### config.mk
export PLATFORM = sky130hd
export DESIGN_NAME = sha256_message_hasher_top
export DESIGN_NICKNAME = d
export VERILOG_FILES = /design/src/hw/rtl/sha256_pkg.sv /design/src/hw/rtl/sha256_ctrl.sv /design/src/hw/rtl/sha256_dp.sv /design/src/hw/rtl/sha256_message_hasher_top.sv
export SDC_FILE = /design/constraint.sdc
export NUM_CORES = 2
export LEC_CHECK = 0
export ABC_AREA = 1
export ABC_CLOCK_PERIOD_IN_PS = 22300
export BUFFER_PORTS_ARGS = -buffer_cell sky130_fd_sc_hd__buf_2
export CAP_MARGIN = 0
export CORE_ASPECT_RATIO = 0.8
export CORE_MARGIN = 2
export CORE_UTILIZATION = 30
export CTS_CLUSTER_DIAMETER = 40
export DETAILED_ROUTE_END_ITERATION = 12
export PLACE_DENSITY = 0.54
export SYNTH_ARGS = -nofsm -noshare
export SYNTH_HDL_FRONTEND = slang
export SYNTH_SLANG_ARGS = --single-unit
### constraint.sdc
create_clock -name clk -period 22.3 [get_ports clk]
set_input_delay 2.23 -clock clk [delete_from_list [all_inputs] [get_ports clk]]
set_output_delay 2.23 -clock clk [all_outputs]
set_load 0.1 [all_outputs]
### src/hw/rtl/sha256_pkg.sv
package sha256_pkg;

    typedef struct packed {
        logic [7:0] data_byte;
        logic       has_byte;
        logic       end_of_message;
    } msg_t;

    typedef struct packed {
        logic [31:0] digest_word;
        logic [2:0]  word_index;
        logic        last_word;
    } hash_t;

    // byte source for the block shift register
    localparam logic [1:0] BYTE_DATA = 2'd0;
    localparam logic [1:0] BYTE_PAD  = 2'd1;
    localparam logic [1:0] BYTE_ZERO = 2'd2;
    localparam logic [1:0] BYTE_LEN  = 2'd3;

    localparam logic [7:0] PAD_BYTE = 8'h80;
    localparam logic [5:0] LEN_POS  = 6'd56;
    localparam logic [5:0] LAST_POS = 6'd63;
    localparam logic [5:0] LAST_ROUND = 6'd63;
    localparam logic [2:0] LAST_WORD  = 3'd7;

    typedef struct packed {
        logic       shift_byte;
        logic [1:0] byte_sel;
        logic       count_bits;
        logic       load_work;
        logic       round;
        logic [5:0] round_idx;
        logic       add_hash;
        logic       restart;
        logic [2:0] word_sel;
    } dp_cmd_t;

    localparam logic [0:7][31:0] H_INIT = {
        32'h6a09e667, 32'hbb67ae85, 32'h3c6ef372, 32'ha54ff53a,
        32'h510e527f, 32'h9b05688c, 32'h1f83d9ab, 32'h5be0cd19
    };

    localparam logic [0:63][31:0] ROUND_K = {
        32'h428a2f98, 32'h71374491, 32'hb5c0fbcf, 32'he9b5dba5,
        32'h3956c25b, 32'h59f111f1, 32'h923f82a4, 32'hab1c5ed5,
        32'hd807aa98, 32'h12835b01, 32'h243185be, 32'h550c7dc3,
        32'h72be5d74, 32'h80deb1fe, 32'h9bdc06a7, 32'hc19bf174,
        32'he49b69c1, 32'hefbe4786, 32'h0fc19dc6, 32'h240ca1cc,
        32'h2de92c6f, 32'h4a7484aa, 32'h5cb0a9dc, 32'h76f988da,
        32'h983e5152, 32'ha831c66d, 32'hb00327c8, 32'hbf597fc7,
        32'hc6e00bf3, 32'hd5a79147, 32'h06ca6351, 32'h14292967,
        32'h27b70a85, 32'h2e1b2138, 32'h4d2c6dfc, 32'h53380d13,
        32'h650a7354, 32'h766a0abb, 32'h81c2c92e, 32'h92722c85,
        32'ha2bfe8a1, 32'ha81a664b, 32'hc24b8b70, 32'hc76c51a3,
        32'hd192e819, 32'hd6990624, 32'hf40e3585, 32'h106aa070,
        32'h19a4c116, 32'h1e376c08, 32'h2748774c, 32'h34b0bcb5,
        32'h391c0cb3, 32'h4ed8aa4a, 32'h5b9cca4f, 32'h682e6ff3,
        32'h748f82ee, 32'h78a5636f, 32'h84c87814, 32'h8cc70208,
        32'h90befffa, 32'ha4506ceb, 32'hbef9a3f7, 32'hc67178f2
    };

endpackage

### src/hw/rtl/sha256_ctrl.sv
module sha256_ctrl (
    input  logic                clk,
    input  logic                rst_n,
    input  logic                msg_valid,
    output logic                msg_stall,
    input  sha256_pkg::msg_t    msg,
    output logic                hash_valid,
    input  logic                hash_stall,
    output sha256_pkg::dp_cmd_t cmd
);

    localparam logic [2:0] S_IDLE  = 3'd0;
    localparam logic [2:0] S_PAD   = 3'd1;
    localparam logic [2:0] S_INIT  = 3'd2;
    localparam logic [2:0] S_ROUND = 3'd3;
    localparam logic [2:0] S_FINAL = 3'd4;
    localparam logic [2:0] S_EMIT  = 3'd5;

    logic [2:0] state_reg, state_next;
    logic [5:0] fill_reg, fill_next;
    logic [5:0] round_reg, round_next;
    logic [2:0] word_reg, word_next;
    logic       pad_reg, pad_next;      // message closing, padding in progress
    logic       first_reg, first_next;  // 0x80 still to be placed
    logic       len_reg, len_next;      // length bytes being placed

    always_comb
    begin
        state_next = state_reg;
        fill_next  = fill_reg;
        round_next = round_reg;
        word_next  = word_reg;
        pad_next   = pad_reg;
        first_next = first_reg;
        len_next   = len_reg;

        cmd           = '0;
        cmd.byte_sel  = sha256_pkg::BYTE_DATA;
        cmd.round_idx = round_reg;
        cmd.word_sel  = word_reg;

        msg_stall  = (state_reg != S_IDLE);
        hash_valid = (state_reg == S_EMIT);

        unique case (state_reg)
            S_IDLE:
            begin
                if (msg_valid)
                begin
                    if (msg.has_byte)
                    begin
                        cmd.shift_byte = 1'b1;
                        cmd.count_bits = 1'b1;
                        fill_next      = fill_reg + 6'd1;
                    end
                    if (msg.end_of_message)
                    begin
                        pad_next   = 1'b1;
                        first_next = 1'b1;
                    end
                    if (msg.has_byte && fill_reg == sha256_pkg::LAST_POS)
                        state_next = S_INIT;
                    else if (msg.end_of_message)
                        state_next = S_PAD;
                end
            end
            S_PAD:
            begin
                cmd.shift_byte = 1'b1;
                fill_next      = fill_reg + 6'd1;
                if (first_reg)
                begin
                    cmd.byte_sel = sha256_pkg::BYTE_PAD;
                    first_next   = 1'b0;
                end
                else if (len_reg || fill_reg == sha256_pkg::LEN_POS)
                begin
                    cmd.byte_sel = sha256_pkg::BYTE_LEN;
                    len_next     = 1'b1;
                end
                else
                begin
                    cmd.byte_sel = sha256_pkg::BYTE_ZERO;
                end
                if (fill_reg == sha256_pkg::LAST_POS)
                    state_next = S_INIT;
            end
            S_INIT:
            begin
                cmd.load_work = 1'b1;
                round_next    = '0;
                state_next    = S_ROUND;
            end
            S_ROUND:
            begin
                cmd.round  = 1'b1;
                round_next = round_reg + 6'd1;
                if (round_reg == sha256_pkg::LAST_ROUND)
                    state_next = S_FINAL;
            end
            S_FINAL:
            begin
                cmd.add_hash = 1'b1;
                if (len_reg)
                begin
                    word_next  = '0;
                    state_next = S_EMIT;
                end
                else if (pad_reg)
                    state_next = S_PAD;
                else
                    state_next = S_IDLE;
            end
            S_EMIT:
            begin
                if (!hash_stall)
                begin
                    word_next = word_reg + 3'd1;
                    if (word_reg == sha256_pkg::LAST_WORD)
                    begin
                        cmd.restart = 1'b1;
                        pad_next    = 1'b0;
                        len_next    = 1'b0;
                        state_next  = S_IDLE;
                    end
                end
            end
            default:
            begin
                state_next = S_IDLE;
            end
        endcase
    end

    always_ff @(posedge clk or negedge rst_n)
    begin
        if (!rst_n)
        begin
            state_reg <= S_IDLE;
            fill_reg  <= '0;
            round_reg <= '0;
            word_reg  <= '0;
            pad_reg   <= 1'b0;
            first_reg <= 1'b0;
            len_reg   <= 1'b0;
        end
        else
        begin
            state_reg <= state_next;
            fill_reg  <= fill_next;
            round_reg <= round_next;
            word_reg  <= word_next;
            pad_reg   <= pad_next;
            first_reg <= first_next;
            len_reg   <= len_next;
        end
    end

endmodule

### src/hw/rtl/sha256_dp.sv
module sha256_dp (
    input  logic                clk,
    input  logic                rst_n,
    input  logic [7:0]          data_byte,
    input  sha256_pkg::dp_cmd_t cmd,
    output logic [31:0]         digest_word
);

    // 512-bit block window: bytes shift in at the bottom, then it serves as
    // the 16-word message schedule during the rounds (word 0 at the top).
    logic [511:0]          sched_reg, sched_next;
    logic [0:7][31:0]      work_reg, work_next;
    logic [0:7][31:0]      hash_reg, hash_next;
    logic [63:0]           bits_reg, bits_next;

    logic [7:0]  byte_in;
    logic [31:0] w0, w1, w9, w14, w_new;
    logic [31:0] sum1, sum2;

    function automatic logic [31:0] ssig0(input logic [31:0] x);
        ssig0 = {x[6:0], x[31:7]} ^ {x[17:0], x[31:18]} ^ {3'b000, x[31:3]};
    endfunction

    function automatic logic [31:0] ssig1(input logic [31:0] x);
        ssig1 = {x[16:0], x[31:17]} ^ {x[18:0], x[31:19]} ^ {10'd0, x[31:10]};
    endfunction

    function automatic logic [31:0] bsig0(input logic [31:0] x);
        bsig0 = {x[1:0], x[31:2]} ^ {x[12:0], x[31:13]} ^ {x[21:0], x[31:22]};
    endfunction

    function automatic logic [31:0] bsig1(input logic [31:0] x);
        bsig1 = {x[5:0], x[31:6]} ^ {x[10:0], x[31:11]} ^ {x[24:0], x[31:25]};
    endfunction

    assign w0  = sched_reg[511:480];
    assign w1  = sched_reg[479:448];
    assign w9  = sched_reg[223:192];
    assign w14 = sched_reg[63:32];
    assign w_new = ssig1(w14) + w9 + ssig0(w1) + w0;

    assign sum1 = work_reg[7] + bsig1(work_reg[4])
                + ((work_reg[4] & work_reg[5]) ^ (~work_reg[4] & work_reg[6]))
                + sha256_pkg::ROUND_K[cmd.round_idx] + w0;
    assign sum2 = bsig0(work_reg[0])
                + ((work_reg[0] & work_reg[1]) ^ (work_reg[0] & work_reg[2])
                   ^ (work_reg[1] & work_reg[2]));

    always_comb
    begin
        case (cmd.byte_sel)
            sha256_pkg::BYTE_DATA: byte_in = data_byte;
            sha256_pkg::BYTE_PAD:  byte_in = sha256_pkg::PAD_BYTE;
            sha256_pkg::BYTE_LEN:  byte_in = bits_reg[63:56];
            default:               byte_in = 8'd0;
        endcase
    end

    always_comb
    begin
        sched_next = sched_reg;
        work_next  = work_reg;
        hash_next  = hash_reg;
        bits_next  = bits_reg;

        if (cmd.shift_byte)
            sched_next = {sched_reg[503:0], byte_in};
        else if (cmd.round)
            sched_next = {sched_reg[479:0], w_new};

        if (cmd.load_work)
            work_next = hash_reg;
        else if (cmd.round)
        begin
            work_next[7] = work_reg[6];
            work_next[6] = work_reg[5];
            work_next[5] = work_reg[4];
            work_next[4] = work_reg[3] + sum1;
            work_next[3] = work_reg[2];
            work_next[2] = work_reg[1];
            work_next[1] = work_reg[0];
            work_next[0] = sum1 + sum2;
        end

        if (cmd.restart)
            hash_next = sha256_pkg::H_INIT;
        else if (cmd.add_hash)
        begin
            for (int i = 0; i < 8; i++)
                hash_next[i] = hash_reg[i] + work_reg[i];
        end

        if (cmd.restart)
            bits_next = '0;
        else if (cmd.count_bits)
            bits_next = bits_reg + 64'd8;
        else if (cmd.shift_byte && cmd.byte_sel == sha256_pkg::BYTE_LEN)
            bits_next = {bits_reg[55:0], 8'd0};
    end

    always_ff @(posedge clk)
    begin
        sched_reg <= sched_next;
        work_reg  <= work_next;
    end

    always_ff @(posedge clk or negedge rst_n)
    begin
        if (!rst_n)
        begin
            hash_reg <= sha256_pkg::H_INIT;
            bits_reg <= '0;
        end
        else
        begin
            hash_reg <= hash_next;
            bits_reg <= bits_next;
        end
    end

    assign digest_word = hash_reg[cmd.word_sel];

endmodule

### src/hw/rtl/sha256_message_hasher_top.sv
// SHA-256 over a byte stream. Each msg transaction carries at most one byte
// and may close the message. Every 64th byte starts a compression (load,
// 64 rounds on a single shared round unit at one round per cycle, chaining
// add). Closing a message places the padding and the 64-bit length one
// byte per cycle into the block window, with one or two compressions, and
// then presents the eight digest words as eight hash transactions, word 0
// (most significant) first. msg_stall is high through each compression,
// and from the start of padding until the last digest word is taken; the
// hasher then starts over from the initial value.
module sha256_message_hasher_top (
    input  logic                clk,
    input  logic                rst_n,
    input  logic                msg_valid,
    output logic                msg_stall,
    input  sha256_pkg::msg_t    msg,
    output logic                hash_valid,
    input  logic                hash_stall,
    output sha256_pkg::hash_t   hash
);

    sha256_pkg::dp_cmd_t cmd;
    logic [31:0]         digest_word;

    sha256_ctrl u_ctrl (
        .clk        (clk),
        .rst_n      (rst_n),
        .msg_valid  (msg_valid),
        .msg_stall  (msg_stall),
        .msg        (msg),
        .hash_valid (hash_valid),
        .hash_stall (hash_stall),
        .cmd        (cmd)
    );

    sha256_dp u_dp (
        .clk         (clk),
        .rst_n       (rst_n),
        .data_byte   (msg.data_byte),
        .cmd         (cmd),
        .digest_word (digest_word)
    );

    assign hash.digest_word = digest_word;
    assign hash.word_index  = cmd.word_sel;
    assign hash.last_word   = (cmd.word_sel == sha256_pkg::LAST_WORD);

endmodule

==> results.md <==
- Status: finished with violations
- Failing checks: capacitance limit, slew limit
- DR iter-0 viols: between 9,000 and 10,000
- Net Sw Power: 1.264 mW
- Vias in the first global route: just under 70,000
- Slowest cell on the critical path: clkinv_1
- Post-synth ARST share: between 30% and 40%
- Min Tclk post-route: ~9.6 ns
- CTS sink cnt: between 1,000 and 1,500
- Synth-to-Final Area Change: 12.35%
- RSZ-0062 raised after global routing: false
- DR WL met2: ~130,000 um
- Int Power: about 4.0 mW
- Top Metal Used: met5
- Sw Share: about a quarter
- CP endpoint kind: flip-flop
- DRT Wirelength: between 300,000 and 400,000 um
- Number of CTS-inserted buffers: ~190
- Clk Latency, worst-skew pair: between 0.9 and 1 ns
- Final setup margin: 12.71 ns
- Dpl cell area: around 0.085 mm2
- Gr usage total: about a quarter
- Sequential area share after synthesis: around 39%
- Mean Syn Cell Area: approximately 7.8 um2
- Primary FF master, synth: edfxtp_1
- Clk root buf: clkbuf_16
- Post-synth EDFFs: 768
- LEAKAGE: 40.87 nW
- DP Cell Count: ~14,000
- Net Count, Synth: roughly 11,000
- Combinational share of power: roughly 2.4%
- Dpl hpwl: between 200,000 and 300,000 um
- Initial core utilization: between 30% and 40%
- Worst VDD drop: about 62 uV
- Antenna-violating nets left: 0
- Synth Warn #: 0
- Placer Congestion: a little over 1
- Pwr/cell area: about 58 mW/mm2
- Slew HR: -1.638%
- Final Net Count: between 10,000 and 15,000
- DRC: 0
- Pre-CTS WS: 12.95 ns
- Synthesized area: a little over 0.08 mm2
- Port bufs: 51
- Largest net degree at the start of global routing: between 150 and 200
- Met3 routed WL: approximately 35,000 um
- Setup-failing EPs final: 0
- Die W: 584.8 um
- Critical setup path kind: flip-flop to flip-flop
- Most used cell, CP: nand2_1
- Fmax: ~0.10 GHz
- Share of cells above drive strength 1: 6.234%
- Share of power burned in registers: approximately 41%
- Via count: approximately 74,000
- Clk buf depth: 4
- CTS Hold Bufs: 0
- Global-route wire length before repair: between 400,000 and 500,000 um
- Critical Path AT: ~10 ns
- Clock Skews: 0.1054 ns
- Final TNS setup: 0 ns
- Slew Viols, Final: 2
- Netlist cell types: 66
- Post-Synthesis Cells: ~10,000
- Yosys reg bits: between 1,000 and 1,500
- Hold crit path type: flip-flop to flip-flop
- FILL cells: 28,660
- Final Hold Viols: 0
- Worst path max stage delay: around 0.54 ns
- Clock-pin slew on the worst setup and hold paths: ~0.050 ns
- Wire per inst: between 20 and 25 um
- Cell Count, Final, Fillers Out: between 10,000 and 15,000
- Overflow after GRT: 0
- Drt pass-1 iters: 8
- Core ar.: 0.2684 mm2
- CTS H-tree depth: 4
- Die Area: ~0.27 mm2
- Overall Power: approximately 5.3 mW
- M1 WL: 160,800 um
- Via/cell ratio: ~5.3
- Worst Path Max Fanout: 38
- Rows: 170
- Final Instance Area: just over 0.09 mm2
- Die Y: 468.7 um
- Clock power frac: 56.3%
- Max-Cap Viols: 1
- PostCTS Resize Cnt: 0
- Max reg flops: about 510
- CTS tree: built
- Most frequent cells in the layout: nand2_1 (3,168), inv_1 (1,202), o21ai_0 (912), edfxtp_1 (768), a21oi_1 (682)
- Post-CTS setup buffer count: 0
- Initial antenna violation count: 20
- CP required: about 23 ns
- IO Count: 52
- Most common cell after layout, fill and taps aside: nand2_1
- Fin crit share: between 40 and 50%
- Worst Max-Slew Pin Slew: roughly 1.5 ns
- Startpoint type of the worst setup path: flip-flop
## metrics by stage
stage          hold slack [ns]  util (%)
3_3_place_gp            0.4663     31.50
5_1_grt                 0.4817     33.88
2_1_floorplan           0.4461         -
3_5_place_dp            0.4694     31.50
4_1_cts                 0.4797     33.88
6_report                0.4779     33.89
## synthesized netlist by cell type (29+ instances only)
cell type	n	area, um2
nor3_1	110	550.5
ha_1	396	4955
nor2_1	645	2421
dfrtp_1	202	5055
buf_1	34	127.6
xnor2_1	168	1471
nand4_1	94	588.1
a31oi_1	75	469.2
o21ai_0	912	4564
o22ai_1	129	807.0
a21o_1	43	322.8
inv_1	1207	4531
fa_1	195	3904
clkbuf_1	300	1126
xor2_1	281	2461
o21bai_1	58	435.4
a21oi_1	682	3413
buf_2	104	520.5
nand3_1	337	1687
nand2_1	3171	11900
dfstp_2	136	3573
o21a_1	29	217.7
o211ai_1	48	360.4
edfxtp_1	768	23060
## per-layer routing
| metal | global-route usage [%] | vias to the layer above |
|---|---|---|
| met5 | 0.3442 | - |
| met4 | 6.990 | 14 |
| met3 | 5.364 | 490 |
| met2 | 31.74 | 3440 |
| met1 | 36.83 | 35920 |
| li1 | - | 34360 |
## path summary, 6_finish.rpt
path | startpoint | cells past startpoint | endpoint | slack, ns
worst min-delay path | u_ctrl.fill_reg[5]$_DFFE_PN0P_ | 1 | u_ctrl.fill_reg[5]$_DFFE_PN0P_ | 0.48
min in group asynchronous | rst_n | 1 | u_dp.bits_reg[38]$_DFFE_PN0P_ | 1.34
max in group asynchronous | rst_n | 2 | u_dp.hash_reg[90]$_DFFE_PN0P_ | 19.49
worst min register to register | u_ctrl.fill_reg[5]$_DFFE_PN0P_ | 1 | u_ctrl.fill_reg[5]$_DFFE_PN0P_ | 0.48
worst max register to register | u_ctrl.round_reg[2]$_DFFE_PN0P_ | 37 | u_dp.work_reg[253]$_DFFE_PP_ | 12.71
worst max-delay path | u_ctrl.round_reg[2]$_DFFE_PN0P_ | 37 | u_dp.work_reg[253]$_DFFE_PP_ | 12.71
## power groups by stage
stage | sequential (mW) | clock (mW) | combinational, mW
after floorplan | 2.22 | 0 | 0.0673
after global placement | 2.22 | 0 | 0.125
after detailed placement | 2.22 | 0 | 0.125
after CTS | 2.18 | 3.03 | 0.125
after global routing | 2.18 | 3.11 | 0.129
final | 2.18 | 2.97 | 0.126
## logic make-up (layout without fill, tap and decap cells)
family / after synthesis / after routing / share of synthesized area, %
DFF: 1106 / 1106 / 39.14
AOI/OAI and AO/OA: 2126 / 2126 / 14.60
muxes: 24 / 24 / 0.2967
buffers and inverters: 1664 / 1689 / 7.908
xor gates and xnor gates: 449 / 449 / 4.857
other: 0 / 6 / 0
and+or+nand+nor: 4449 / 4449 / 21.96
adders and majority gates: 615 / 615 / 11.24
## area by class of cell
class	instances	area (um2)	share of cell area (%)
repair buffers	115	820.8	0.9023
well taps	3612	4519	4.968
diodes	6	15.01	0.01651
clock inverters	125	1275	1.402
inverters	1220	4607	5.064
clock buffers	229	5119	5.627
flip-flops and latches	1106	31700	34.84
multi-input cells	7663	42910	47.18
## critical path, delay by kind of cell (launching register included)
kind	cells	cell delay (ns)
xor+xnor	1	0.50
simple gates	19	3.05
flops	1	0.31
fa+ha+maj	7	2.96
buf+inv	5	1.46
compound gates	5	1.08
Power figures use the tool's default switching activity.
